--- config.mk ---
export PLATFORM = sky130hd
export DESIGN_NAME = centroid_tracker_core_counter
export DESIGN_NICKNAME = d
export VERILOG_FILES = /design/src/ctc_pkg.sv /design/src/centroid_tracker_core_counter.sv /design/src/ctc_ram.sv /design/src/ctc_dist.sv
export SDC_FILE = /design/constraint.sdc
export NUM_CORES = 2
export LEC_CHECK = 0
export BUFFER_PORTS_ARGS = -buffer_cell sky130_fd_sc_hd__buf_2
export CAP_MARGIN = 20
export CELL_PAD_IN_SITES_DETAIL_PLACEMENT = 1
export CELL_PAD_IN_SITES_GLOBAL_PLACEMENT = 2
export CORE_ASPECT_RATIO = 0.8
export CORE_MARGIN = 1.5
export CORE_UTILIZATION = 40
export CTS_BUF_LIST = sky130_fd_sc_hd__clkbuf_4
export DETAILED_ROUTE_END_ITERATION = 7
export PLACE_DENSITY = 0.66
export SLEW_MARGIN = 20
export SYNTH_ARGS = -nofsm -noshare
export SYNTH_HDL_FRONTEND = slang
export SYNTH_SLANG_ARGS = --single-unit
--- constraint.sdc ---
create_clock -name clk_i -period 9.4 [get_ports clk_i]
set_input_delay 0.94 -clock clk_i [delete_from_list [all_inputs] [get_ports clk_i]]
set_output_delay 0.94 -clock clk_i [all_outputs]
set_load 0.02 [all_outputs]
--- src/ctc_pkg.sv ---
// Shared constants, codes and types of the centroid tracker core counter.
`default_nettype none

package ctc_pkg;

  localparam int MAX_OBJECTS = 64;
  localparam int SLOT_W      = $clog2(MAX_OBJECTS);
  localparam int FRAC_BITS   = 4;

  localparam int COORD_W   = 16;
  localparam int ID_W      = 16;
  localparam int AREA_IN_W = 25;
  localparam int AREA_W    = 32;
  localparam int STATUS_W  = 3;
  localparam int PIX_W     = 12;
  localparam int RADIUS_W  = 8;
  localparam int MIN_W     = 13;
  localparam int MAX_W     = 15;
  localparam int DIST_W    = 2 * COORD_W + 1;
  localparam int CORE_W    = PIX_W + FRAC_BITS;
  localparam int CMP_W     = (CORE_W > COORD_W) ? CORE_W : COORD_W;

  localparam int          RECIP_W     = 16;
  localparam logic [15:0] RECIP3      = 16'd21846;

  localparam int DATA_W    = 32;
  localparam int PADDR_W   = 5;
  localparam int REG_IDX_W = 3;

  localparam logic [REG_IDX_W-1:0] REG_LEFT   = 3'd0;
  localparam logic [REG_IDX_W-1:0] REG_RIGHT  = 3'd1;
  localparam logic [REG_IDX_W-1:0] REG_MIN    = 3'd2;
  localparam logic [REG_IDX_W-1:0] REG_MAX    = 3'd3;
  localparam logic [REG_IDX_W-1:0] REG_RADIUS = 3'd4;

  localparam logic [PIX_W-1:0]    RST_LEFT   = 12'd0;
  localparam logic [PIX_W-1:0]    RST_RIGHT  = 12'd4095;
  localparam logic [MIN_W-1:0]    RST_MIN    = 13'd50;
  localparam logic [MAX_W-1:0]    RST_MAX    = 15'd20000;
  localparam logic [RADIUS_W-1:0] RST_RADIUS = 8'd20;

  localparam logic [STATUS_W-1:0] ST_REJECT  = 3'd0;
  localparam logic [STATUS_W-1:0] ST_TRACKED = 3'd1;
  localparam logic [STATUS_W-1:0] ST_COUNTED = 3'd2;
  localparam logic [STATUS_W-1:0] ST_FULL    = 3'd3;
  localparam logic [STATUS_W-1:0] ST_SUMMARY = 3'd4;

  typedef struct packed {
    logic               counted;
    logic [ID_W-1:0]    id;
    logic [COORD_W-1:0] cy;
    logic [COORD_W-1:0] cx;
  } entry_t;

  localparam int ENTRY_W = $bits(entry_t);

  typedef struct packed {
    logic              live;
    logic              sv;
    logic              last;
    logic [SLOT_W-1:0] idx;
  } tag_t;

  typedef struct packed {
    tag_t            tag;
    logic [ID_W-1:0] id;
    logic            counted;
  } dtag_t;

endpackage

`default_nettype wire

--- src/centroid_tracker_core_counter.sv ---
// Top level: blob tracker sequencer, slot table, frame counter and register port.
// A blob passes through setup, a scan of all 64 slots through the RAM read port and shared
// distance unit, drain, update and output; a reject or end of frame item goes straight to
// output. The next item is taken only once the block is back in idle, and output stalls
// hold it in the output state. Reset empties the slot table, clears the id counter
// and frame total, and loads the register defaults.
`default_nettype none

module centroid_tracker_core_counter (
  input  wire logic                              clk_i,
  input  wire logic                              rst_ni,
  input  wire logic                              in_valid_i,
  output      logic                              in_stall_o,
  input  wire logic                              action_i,
  input  wire logic [ctc_pkg::AREA_IN_W-1:0]     blob_area_x2_i,
  input  wire logic [ctc_pkg::COORD_W-1:0]       centroid_x_i,
  input  wire logic [ctc_pkg::COORD_W-1:0]       centroid_y_i,
  output      logic                              out_valid_o,
  input  wire logic                              out_stall_i,
  output      logic [ctc_pkg::STATUS_W-1:0]      status_o,
  output      logic [ctc_pkg::ID_W-1:0]          object_id_o,
  output      logic                              is_new_object_o,
  output      logic [ctc_pkg::AREA_W-1:0]        frame_area_x2_o,
  input  wire logic                              psel,
  input  wire logic                              penable,
  input  wire logic                              pwrite,
  input  wire logic [ctc_pkg::PADDR_W-1:0]       paddr,
  input  wire logic [ctc_pkg::DATA_W-1:0]        pwdata,
  output      logic [ctc_pkg::DATA_W-1:0]        prdata,
  output      logic                              pready
);

  localparam int          STATE_W  = 3;
  localparam logic [2:0]  S_IDLE   = 3'd0;
  localparam logic [2:0]  S_PREP   = 3'd1;
  localparam logic [2:0]  S_SCAN   = 3'd2;
  localparam logic [2:0]  S_DRAIN  = 3'd3;
  localparam logic [2:0]  S_DECIDE = 3'd4;
  localparam logic [2:0]  S_EMIT   = 3'd5;

  localparam int N   = ctc_pkg::MAX_OBJECTS;
  localparam int SW  = ctc_pkg::SLOT_W;
  localparam int PW  = ctc_pkg::PIX_W;
  localparam int DW  = ctc_pkg::DIST_W;
  localparam int AW  = ctc_pkg::AREA_W;
  localparam int CW  = ctc_pkg::CMP_W;
  localparam int RW  = ctc_pkg::RECIP_W;

  localparam logic [RW-1:0] RECIP3_EXT = ctc_pkg::RECIP3;

  logic [STATE_W-1:0] state_q;

  logic [PW-1:0]                   left_q, right_q;
  logic [ctc_pkg::MIN_W-1:0]       min_q;
  logic [ctc_pkg::MAX_W-1:0]       max_q;
  logic [ctc_pkg::RADIUS_W-1:0]    radius_q;

  logic [ctc_pkg::COORD_W-1:0]     x_q, y_q;
  logic [ctc_pkg::AREA_IN_W-1:0]   a2_q;

  logic                            neg_q;
  logic [PW-1:0]                   q1_q, q2_q, cs_q, ce_q;

  logic [SW-1:0]                   addr_q;
  logic                            free_found_q;
  logic [SW-1:0]                   free_idx_q;
  logic                            found_q;
  logic [DW-1:0]                   best_q;
  logic [SW-1:0]                   best_idx_q;
  logic [ctc_pkg::ID_W-1:0]        best_id_q;
  logic                            best_cnt_q;
  ctc_pkg::tag_t                   issue_tag_q;

  logic [N-1:0]                    valid_q, seen_q;
  logic [ctc_pkg::ID_W-1:0]        next_id_q;
  logic [AW-1:0]                   area_q;

  logic [ctc_pkg::STATUS_W-1:0]    res_status_q;
  logic [ctc_pkg::ID_W-1:0]        res_id_q;
  logic                            res_new_q;
  logic                            res_summary_q;

  logic                            cfg_we;
  logic [ctc_pkg::REG_IDX_W-1:0]   reg_idx;

  logic                            accept;
  logic                            reject;
  logic                            out_free;

  logic signed [PW:0]              span;
  logic [PW-1:0]                   mag;
  logic [PW+RW-1:0]                prod1;
  logic [PW+RW:0]                  prod2;

  ctc_pkg::entry_t                 rd_entry;
  ctc_pkg::entry_t                 wr_entry;
  logic                            ram_we;
  logic [SW-1:0]                   slot;
  ctc_pkg::dtag_t                  dtag_in, dtag_out;
  logic [DW-1:0]                   sq_dist;
  logic                            better;

  logic                            create;
  logic [ctc_pkg::ID_W-1:0]        sid;
  logic                            scnt;
  logic                            in_core;
  logic [AW:0]                     sum;
  logic [AW-1:0]                   sat_sum;

  assign pready  = 1'b1;
  assign reg_idx = paddr[ctc_pkg::PADDR_W-1:2];
  assign cfg_we  = psel && penable && pwrite;

  always_comb begin
    case (reg_idx)
      ctc_pkg::REG_LEFT:   prdata = ctc_pkg::DATA_W'(left_q);
      ctc_pkg::REG_RIGHT:  prdata = ctc_pkg::DATA_W'(right_q);
      ctc_pkg::REG_MIN:    prdata = ctc_pkg::DATA_W'(min_q);
      ctc_pkg::REG_MAX:    prdata = ctc_pkg::DATA_W'(max_q);
      ctc_pkg::REG_RADIUS: prdata = ctc_pkg::DATA_W'(radius_q);
      default:             prdata = '0;
    endcase
  end

  always_ff @(posedge clk_i or negedge rst_ni) begin
    if (!rst_ni) begin
      left_q   <= ctc_pkg::RST_LEFT;
      right_q  <= ctc_pkg::RST_RIGHT;
      min_q    <= ctc_pkg::RST_MIN;
      max_q    <= ctc_pkg::RST_MAX;
      radius_q <= ctc_pkg::RST_RADIUS;
    end else if (cfg_we) begin
      case (reg_idx)
        ctc_pkg::REG_LEFT:   left_q   <= pwdata[PW-1:0];
        ctc_pkg::REG_RIGHT:  right_q  <= pwdata[PW-1:0];
        ctc_pkg::REG_MIN:    min_q    <= pwdata[ctc_pkg::MIN_W-1:0];
        ctc_pkg::REG_MAX:    max_q    <= pwdata[ctc_pkg::MAX_W-1:0];
        ctc_pkg::REG_RADIUS: radius_q <= pwdata[ctc_pkg::RADIUS_W-1:0];
        default: ;
      endcase
    end
  end

  assign in_stall_o = (state_q != S_IDLE);
  assign accept     = in_valid_i && (state_q == S_IDLE);
  assign reject     = (blob_area_x2_i == '0)
                   || (blob_area_x2_i < ctc_pkg::AREA_IN_W'({min_q, 1'b0}))
                   || (blob_area_x2_i > ctc_pkg::AREA_IN_W'({max_q, 1'b0}));
  assign out_free   = !out_valid_o || !out_stall_i;

  // Core region thirds: magnitude times a reciprocal of three, sign applied later.
  assign span  = $signed({1'b0, right_q}) - $signed({1'b0, left_q});
  assign mag   = span[PW] ? PW'(-span) : span[PW-1:0];
  assign prod1 = mag * RECIP3_EXT;
  assign prod2 = {mag, 1'b0} * RECIP3_EXT;

  assign dtag_in.tag     = issue_tag_q;
  assign dtag_in.id      = rd_entry.id;
  assign dtag_in.counted = rd_entry.counted;

  ctc_ram #(
    .WIDTH (ctc_pkg::ENTRY_W),
    .DEPTH (N)
  ) u_slot_ram (
    .clk_i   (clk_i),
    .we_i    (ram_we),
    .waddr_i (slot),
    .wdata_i (wr_entry),
    .raddr_i (addr_q),
    .rdata_o (rd_entry)
  );

  ctc_dist u_dist (
    .clk_i      (clk_i),
    .rst_ni     (rst_ni),
    .rd_entry_i (rd_entry),
    .ref_x_i    (x_q),
    .ref_y_i    (y_q),
    .tag_i      (dtag_in),
    .dist_o     (sq_dist),
    .tag_o      (dtag_out)
  );

  assign better = (sq_dist < best_q)
               || (found_q && (sq_dist == best_q) && (dtag_out.id < best_id_q));

  assign create  = !found_q && free_found_q;
  assign slot    = found_q ? best_idx_q : free_idx_q;
  assign sid     = found_q ? best_id_q : next_id_q;
  assign scnt    = found_q ? best_cnt_q : 1'b0;
  assign in_core = (CW'(x_q) >= CW'({cs_q, {ctc_pkg::FRAC_BITS{1'b0}}}))
                && (CW'(x_q) <= CW'({ce_q, {ctc_pkg::FRAC_BITS{1'b0}}}))
                && !scnt;
  assign sum     = {1'b0, area_q} + (AW + 1)'(a2_q);
  assign sat_sum = sum[AW] ? {AW{1'b1}} : sum[AW-1:0];

  assign ram_we           = (state_q == S_DECIDE) && (found_q || free_found_q);
  assign wr_entry.cx      = x_q;
  assign wr_entry.cy      = y_q;
  assign wr_entry.id      = sid;
  assign wr_entry.counted = scnt || in_core;

  always_ff @(posedge clk_i) begin
    if (accept) begin
      x_q  <= centroid_x_i;
      y_q  <= centroid_y_i;
      a2_q <= blob_area_x2_i;
    end
    if (state_q == S_PREP) begin
      neg_q <= span[PW];
      q1_q  <= prod1[PW+RW-1:RW];
      q2_q  <= prod2[PW+RW-1:RW];
    end
    if (state_q == S_SCAN) begin
      cs_q <= neg_q ? left_q - q1_q : left_q + q1_q;
      ce_q <= neg_q ? left_q - q2_q : left_q + q2_q;
    end
  end

  always_ff @(posedge clk_i or negedge rst_ni) begin
    if (!rst_ni) begin
      issue_tag_q <= '0;
    end else if (state_q == S_SCAN) begin
      issue_tag_q.live <= 1'b1;
      issue_tag_q.sv   <= valid_q[addr_q];
      issue_tag_q.last <= (addr_q == SW'(N - 1));
      issue_tag_q.idx  <= addr_q;
    end else begin
      issue_tag_q <= '0;
    end
  end

  always_ff @(posedge clk_i or negedge rst_ni) begin
    if (!rst_ni) begin
      out_valid_o <= 1'b0;
    end else if ((state_q == S_EMIT) && out_free) begin
      out_valid_o <= 1'b1;
    end else if (!out_stall_i) begin
      out_valid_o <= 1'b0;
    end
  end

  always_ff @(posedge clk_i or negedge rst_ni) begin
    if (!rst_ni) begin
      state_q         <= S_IDLE;
      addr_q          <= '0;
      free_found_q    <= 1'b0;
      free_idx_q      <= '0;
      found_q         <= 1'b0;
      best_q          <= '0;
      best_idx_q      <= '0;
      best_id_q       <= '0;
      best_cnt_q      <= 1'b0;
      valid_q         <= '0;
      seen_q          <= '0;
      next_id_q       <= '0;
      area_q          <= '0;
      res_status_q    <= ctc_pkg::ST_REJECT;
      res_id_q        <= '0;
      res_new_q       <= 1'b0;
      res_summary_q   <= 1'b0;
      status_o        <= ctc_pkg::ST_REJECT;
      object_id_o     <= '0;
      is_new_object_o <= 1'b0;
      frame_area_x2_o <= '0;
    end else begin
      if (dtag_out.tag.live && dtag_out.tag.sv && better) begin
        found_q    <= 1'b1;
        best_q     <= sq_dist;
        best_idx_q <= dtag_out.tag.idx;
        best_id_q  <= dtag_out.id;
        best_cnt_q <= dtag_out.counted;
      end
      case (state_q)
        S_IDLE: begin
          if (accept) begin
            res_id_q  <= '0;
            res_new_q <= 1'b0;
            if (action_i) begin
              res_summary_q <= 1'b1;
              res_status_q  <= ctc_pkg::ST_SUMMARY;
              state_q       <= S_EMIT;
            end else if (reject) begin
              res_summary_q <= 1'b0;
              res_status_q  <= ctc_pkg::ST_REJECT;
              state_q       <= S_EMIT;
            end else begin
              res_summary_q <= 1'b0;
              state_q       <= S_PREP;
            end
          end
        end
        S_PREP: begin
          best_q       <= DW'(radius_q) * DW'(radius_q) << (2 * ctc_pkg::FRAC_BITS);
          found_q      <= 1'b0;
          free_found_q <= 1'b0;
          addr_q       <= '0;
          state_q      <= S_SCAN;
        end
        S_SCAN: begin
          if (!valid_q[addr_q] && !free_found_q) begin
            free_found_q <= 1'b1;
            free_idx_q   <= addr_q;
          end
          addr_q <= addr_q + 1'b1;
          if (addr_q == SW'(N - 1)) begin
            state_q <= S_DRAIN;
          end
        end
        S_DRAIN: begin
          if (dtag_out.tag.live && dtag_out.tag.last) begin
            state_q <= S_DECIDE;
          end
        end
        S_DECIDE: begin
          if (found_q || free_found_q) begin
            valid_q[slot] <= 1'b1;
            seen_q[slot]  <= 1'b1;
            if (create) begin
              next_id_q <= next_id_q + 1'b1;
            end
            if (in_core) begin
              area_q <= sat_sum;
            end
            res_status_q <= in_core ? ctc_pkg::ST_COUNTED : ctc_pkg::ST_TRACKED;
            res_id_q     <= sid;
            res_new_q    <= create;
          end else begin
            res_status_q <= ctc_pkg::ST_FULL;
            res_id_q     <= '0;
            res_new_q    <= 1'b0;
          end
          state_q <= S_EMIT;
        end
        S_EMIT: begin
          if (out_free) begin
            status_o        <= res_status_q;
            object_id_o     <= res_id_q;
            is_new_object_o <= res_new_q;
            frame_area_x2_o <= area_q;
            if (res_summary_q) begin
              valid_q <= valid_q & seen_q;
              seen_q  <= '0;
              area_q  <= '0;
            end
            state_q <= S_IDLE;
          end
        end
        default: begin
          state_q <= S_IDLE;
        end
      endcase
    end
  end

endmodule

`default_nettype wire

--- src/ctc_ram.sv ---
// Generic single write port, single read port RAM with registered read data.
`default_nettype none

module ctc_ram #(
  parameter int WIDTH = 8,
  parameter int DEPTH = 64
) (
  input  wire logic                     clk_i,
  input  wire logic                     we_i,
  input  wire logic [$clog2(DEPTH)-1:0] waddr_i,
  input  wire logic [WIDTH-1:0]         wdata_i,
  input  wire logic [$clog2(DEPTH)-1:0] raddr_i,
  output      logic [WIDTH-1:0]         rdata_o
);

  logic [WIDTH-1:0] mem_q [DEPTH];

  always_ff @(posedge clk_i) begin
    if (we_i) begin
      mem_q[waddr_i] <= wdata_i;
    end
    rdata_o <= mem_q[raddr_i];
  end

endmodule

`default_nettype wire

--- src/ctc_dist.sv ---
// Two-stage squared centroid distance unit shared by every slot of the scan.
`default_nettype none

module ctc_dist (
  input  wire logic                           clk_i,
  input  wire logic                           rst_ni,
  input  wire ctc_pkg::entry_t                rd_entry_i,
  input  wire logic [ctc_pkg::COORD_W-1:0]    ref_x_i,
  input  wire logic [ctc_pkg::COORD_W-1:0]    ref_y_i,
  input  wire ctc_pkg::dtag_t                 tag_i,
  output      logic [ctc_pkg::DIST_W-1:0]     dist_o,
  output      ctc_pkg::dtag_t                 tag_o
);

  logic [ctc_pkg::COORD_W-1:0]   adx_d, ady_d, adx_q, ady_q;
  logic [2*ctc_pkg::COORD_W-1:0] sqx_q, sqy_q;
  ctc_pkg::dtag_t                tag_a_q, tag_b_q;

  assign adx_d = (rd_entry_i.cx >= ref_x_i) ? rd_entry_i.cx - ref_x_i
                                            : ref_x_i - rd_entry_i.cx;
  assign ady_d = (rd_entry_i.cy >= ref_y_i) ? rd_entry_i.cy - ref_y_i
                                            : ref_y_i - rd_entry_i.cy;

  always_ff @(posedge clk_i or negedge rst_ni) begin
    if (!rst_ni) begin
      tag_a_q <= '0;
      tag_b_q <= '0;
    end else begin
      tag_a_q <= tag_i;
      tag_b_q <= tag_a_q;
    end
  end

  always_ff @(posedge clk_i) begin
    adx_q <= adx_d;
    ady_q <= ady_d;
    sqx_q <= adx_q * adx_q;
    sqy_q <= ady_q * ady_q;
  end

  assign dist_o = {1'b0, sqx_q} + {1'b0, sqy_q};
  assign tag_o  = tag_b_q;

endmodule

`default_nettype wire
==> summary.md <==
| Metric | Value |
|---|---|
| Status | `finished, final reports clean` |
| DR vias | `96300` |
| Routed Antenna Nets | `0` |
| Global-route wire length before repair | `733000 µm` |
| Max Slew Vio Count | `0` |
| RR Endpoint | `q2_q[11]$_DFFE_PP_` |
| Nets | `11800` |
| Clk_skew | `0.152 ns` |
| Layout cell share with drive strength beyond 1 | `27.8%` |
| CTS tree | `done` |
| Reg-to-Reg Start | `left_q[1]$_DFFE_PN0P_` |
| Dpl hpwl | `301000 µm` |
| Root Buffer | `clkbuf_4` |
| CP endpoint kind | `flip-flop` |
| DIE AREA | `429000 µm²` |
| Total Wirelength | `514000 µm` |
| Post-synth EDFFs | `3230` |
| Seq cells post-synth | `3817` |
| Worst slew pin tran | `1.23 ns` |
| Core area | `422000 µm²` |
| Compound-Gate Fraction of Synth Area | `3.46%` |
| Max cap viols | `0` |
| CTS H-tree depth | `6` |
| Syn Inst Count | `9631` |
| Arr. time, crit path | `9.67 ns` |
| Vias per cell | `5.62` |
| Critical path type | `reg -> reg` |
| Async S/R FF share, synth | `11.6%` |
| Tot GR Track Use | `23.8%` |
| Final Hold Viols | `0` |
| Sequential share of the synthesized area | `65.3%` |
| R2R cell count | `31` |
| Combinational family with the most area after synthesis | `multiplexers` |
| Clock transition at path regs | `0.06 ns` |
| Drt initial violations | `10800` |
| Setup_tns | `0 ns` |
| Row Count | `213` |
| Num CTS Buffers | `935` |
| Clk sinks | `3817` |
| Synth Flop Type | `edfxtp_1` |
| CP most frequent cell | `inv_1` |
| Hold wc startpoint | `action_i` |
| Die height | `586 µm` |
| RSZ-0062 raised after global routing | `false` |
| Adder-Cell Fraction of Synth Area | `8.79%` |
| Hold EP | `res_status_q[2]$_DFFE_PN0P_` |
| Number of global-route vias before repair | `102000` |
| CTS Hold Bufs | `163` |
| Hold Path Stages | `3` |
| Die span in x | `732 µm` |
| CTS resizes | `0` |
| Reg-to-reg slack, setup | `1.10 ns` |
| Initial antenna violation count | `59` |
| Mux cell area share after synthesis | `14.9%` |
| Tcrit/Tclk final | `88.3%` |
| Final GP Congestion | `0.809` |
| Min cycle time layout | `8.30 ns` |
| Xor/xnor share of the synthesized area | `1.21%` |
| Critical path peak fanout | `6` |
| CP required | `10.77 ns` |
| Largest net degree at the start of global routing | `153` |
| Slew headroom | `18.2%` |
| Synth cell types | `87` |
| Port Buffers | `151` |
| I/O pin total | `189` |
| Mean routed wirelength per cell | `30.0 µm` |
| Slowest CP cell | `fa_1` |
| # fillers | `40600` |
| Layout area overhead | `13.5%` |
| Post-CTS Repair Setup Buffers | `0` |
| Startpoint types | `flip-flop` |
| Syn. warnings | `0` |
| Clock Latency Late Sink | `1.75 ns` |
| Buf/Inv on CP | `6` |
| Clock buffer depth | `4` |
| Remaining Overflow, GRT | `0` |
| Peak Freq | `120 MHz` |
| Initial core utilization | `40.3%` |
| Top cell family by delay on the critical path | `compound AO/OA/AOI/OAI gates` |
| Drt drc | `0` |
| Cell Area, Synth | `170000 µm²` |
| Worst hold-check path type | `in -> reg` |
| Max incr delay on CP | `0.57 ns` |
| Final setup fails | `0` |
| Pre-antenna DRT Iters | `6` |
| Simple-Gate Fraction of Synth Area | `3.47%` |
| Post-synthesis average cell area | `17.6 µm²` |
-- tightest hold or removal path, cell delays in order --
cell and delay [ns]:
dlygate4sd3_1 0.52, buf_2 0.26, a22o_1 0.18
-- final cells by class --
| type | instances | area [µm²] | area share (%) |
|---|---|---|---|
| well taps | 5590 | 6990 | 3.63 |
| flip-flops and latches | 3817 | 111000 | 57.6 |
| multi-input cells | 4589 | 54800 | 28.4 |
| clock buffers | 1415 | 10600 | 5.51 |
| clock inverters | 319 | 1740 | 0.905 |
| repair buffers | 546 | 4430 | 2.30 |
| diodes | 20 | 50.0 | 0.0260 |
| inverters | 845 | 3170 | 1.65 |
-- how the worst max path moves through the flow --
stage,from,end,slack (ns),cells after the start
after floorplan,left_q[1]$_DFFE_PN0P_,q2_q[11]$_DFFE_PP_,2.21,29
after global placement,left_q[1]$_DFFE_PN0P_,q2_q[11]$_DFFE_PP_,1.11,29
after detailed placement,left_q[1]$_DFFE_PN0P_,q2_q[11]$_DFFE_PP_,1.18,30
after CTS,left_q[1]$_DFFE_PN0P_,q2_q[11]$_DFFE_PP_,1.07,30
after global routing,left_q[1]$_DFFE_PN0P_,q2_q[11]$_DFFE_PP_,0.44,29
final,left_q[1]$_DFFE_PN0P_,q2_q[11]$_DFFE_PP_,1.10,31
-- cells in the final DEF (no fill, tap or decap), types with 150 or more instances in the layout --
master	n
buf_4	210
dlygate4sd3_1	162
buf_2	150
fa_1	400
o21ai_0	270
ha_1	554
a21oi_1	230
clkinv_1	232
edfxtp_1	3230
nor2_1	371
mux4_2	1054
dfrtp_1	415
inv_1	844
clkbuf_4	1415
xnor2_1	159
nand2_1	352
-- kinds of logic (layout without fill, tap and decap cells) --
family / Yosys count / in the layout
fa+ha+maj: 954 / 954
mux: 1198 / 1198
buf+inv: 1241 / 3125
compound gates: 920 / 920
flops: 3817 / 3817
other cells: 2 / 38
simple gates: 1266 / 1266
xor+xnor: 233 / 233
-- metrics by stage --
step | utilization [%] | worst slack [ns] | hold WS, ns | area (µm²) | cells
final | 45.7 | 1.10 | 0.284 | 193000 | 17100
after global routing | 45.7 | 0.438 | 0.184 | 193000 | 17100
after CTS | 45.7 | 1.07 | 0.0724 | 193000 | 17100
after detailed placement | 42.4 | 1.18 | 0.321 | 179000 | 15200
after global placement | 42.3 | 1.11 | 0.318 | 179000 | 15200
after floorplan | - | 2.21 | 0.316 | 170000 | 9647
-- cells in the mapped netlist (70+ instances only) --
cell type     n  area, µm²
a21o_1       80        601
a21oi_1     231       1160
and2_1      128        801
clkbuf_1    290       1090
dfrtp_1     422      10600
dfxtp_1     143       2860
edfxtp_1   3230      97000
fa_1        400       8010
ha_1        554       6930
inv_1       844       3170
mux2_2      118       1330
mux4_2     1054      23700
nand2_1     354       1330
nand3_1      70        350
nor2_1      436       1640
o21ai_0     270       1350
xnor2_1     161       1410
xor2_1       71        622
-- registers in the layout, summed over array words and instances (netlist names), 25 cells and up --
| name | count |
|---|---|
| u_slot_ram.mem_q | 3136 |
| seen_q | 64 |
| valid_q | 64 |
| u_dist.tag_a_q | 26 |
| u_dist.sqx_q | 31 |
| u_slot_ram.rdata_o | 49 |
| best_q | 33 |
| a2_q | 25 |
| area_q | 32 |
| u_dist.tag_o | 26 |
| frame_area_x2_o | 32 |
| u_dist.sqy_q | 31 |
-- metal layers --
layer / track usage [%] / wire length, µm / vias up
met5: 0.221 / 215 / -
met1: 35.4 / 228000 / 51800
met3: 4.61 / 43200 / 728
met2: 36.3 / 231000 / 3939
li1: - / - / 39800
met4: 5.47 / 10500 / 14
Power is left out: the tool's default activity adds up to more than one toggle a clock period on the data nets, which glitch-free logic cannot reach.
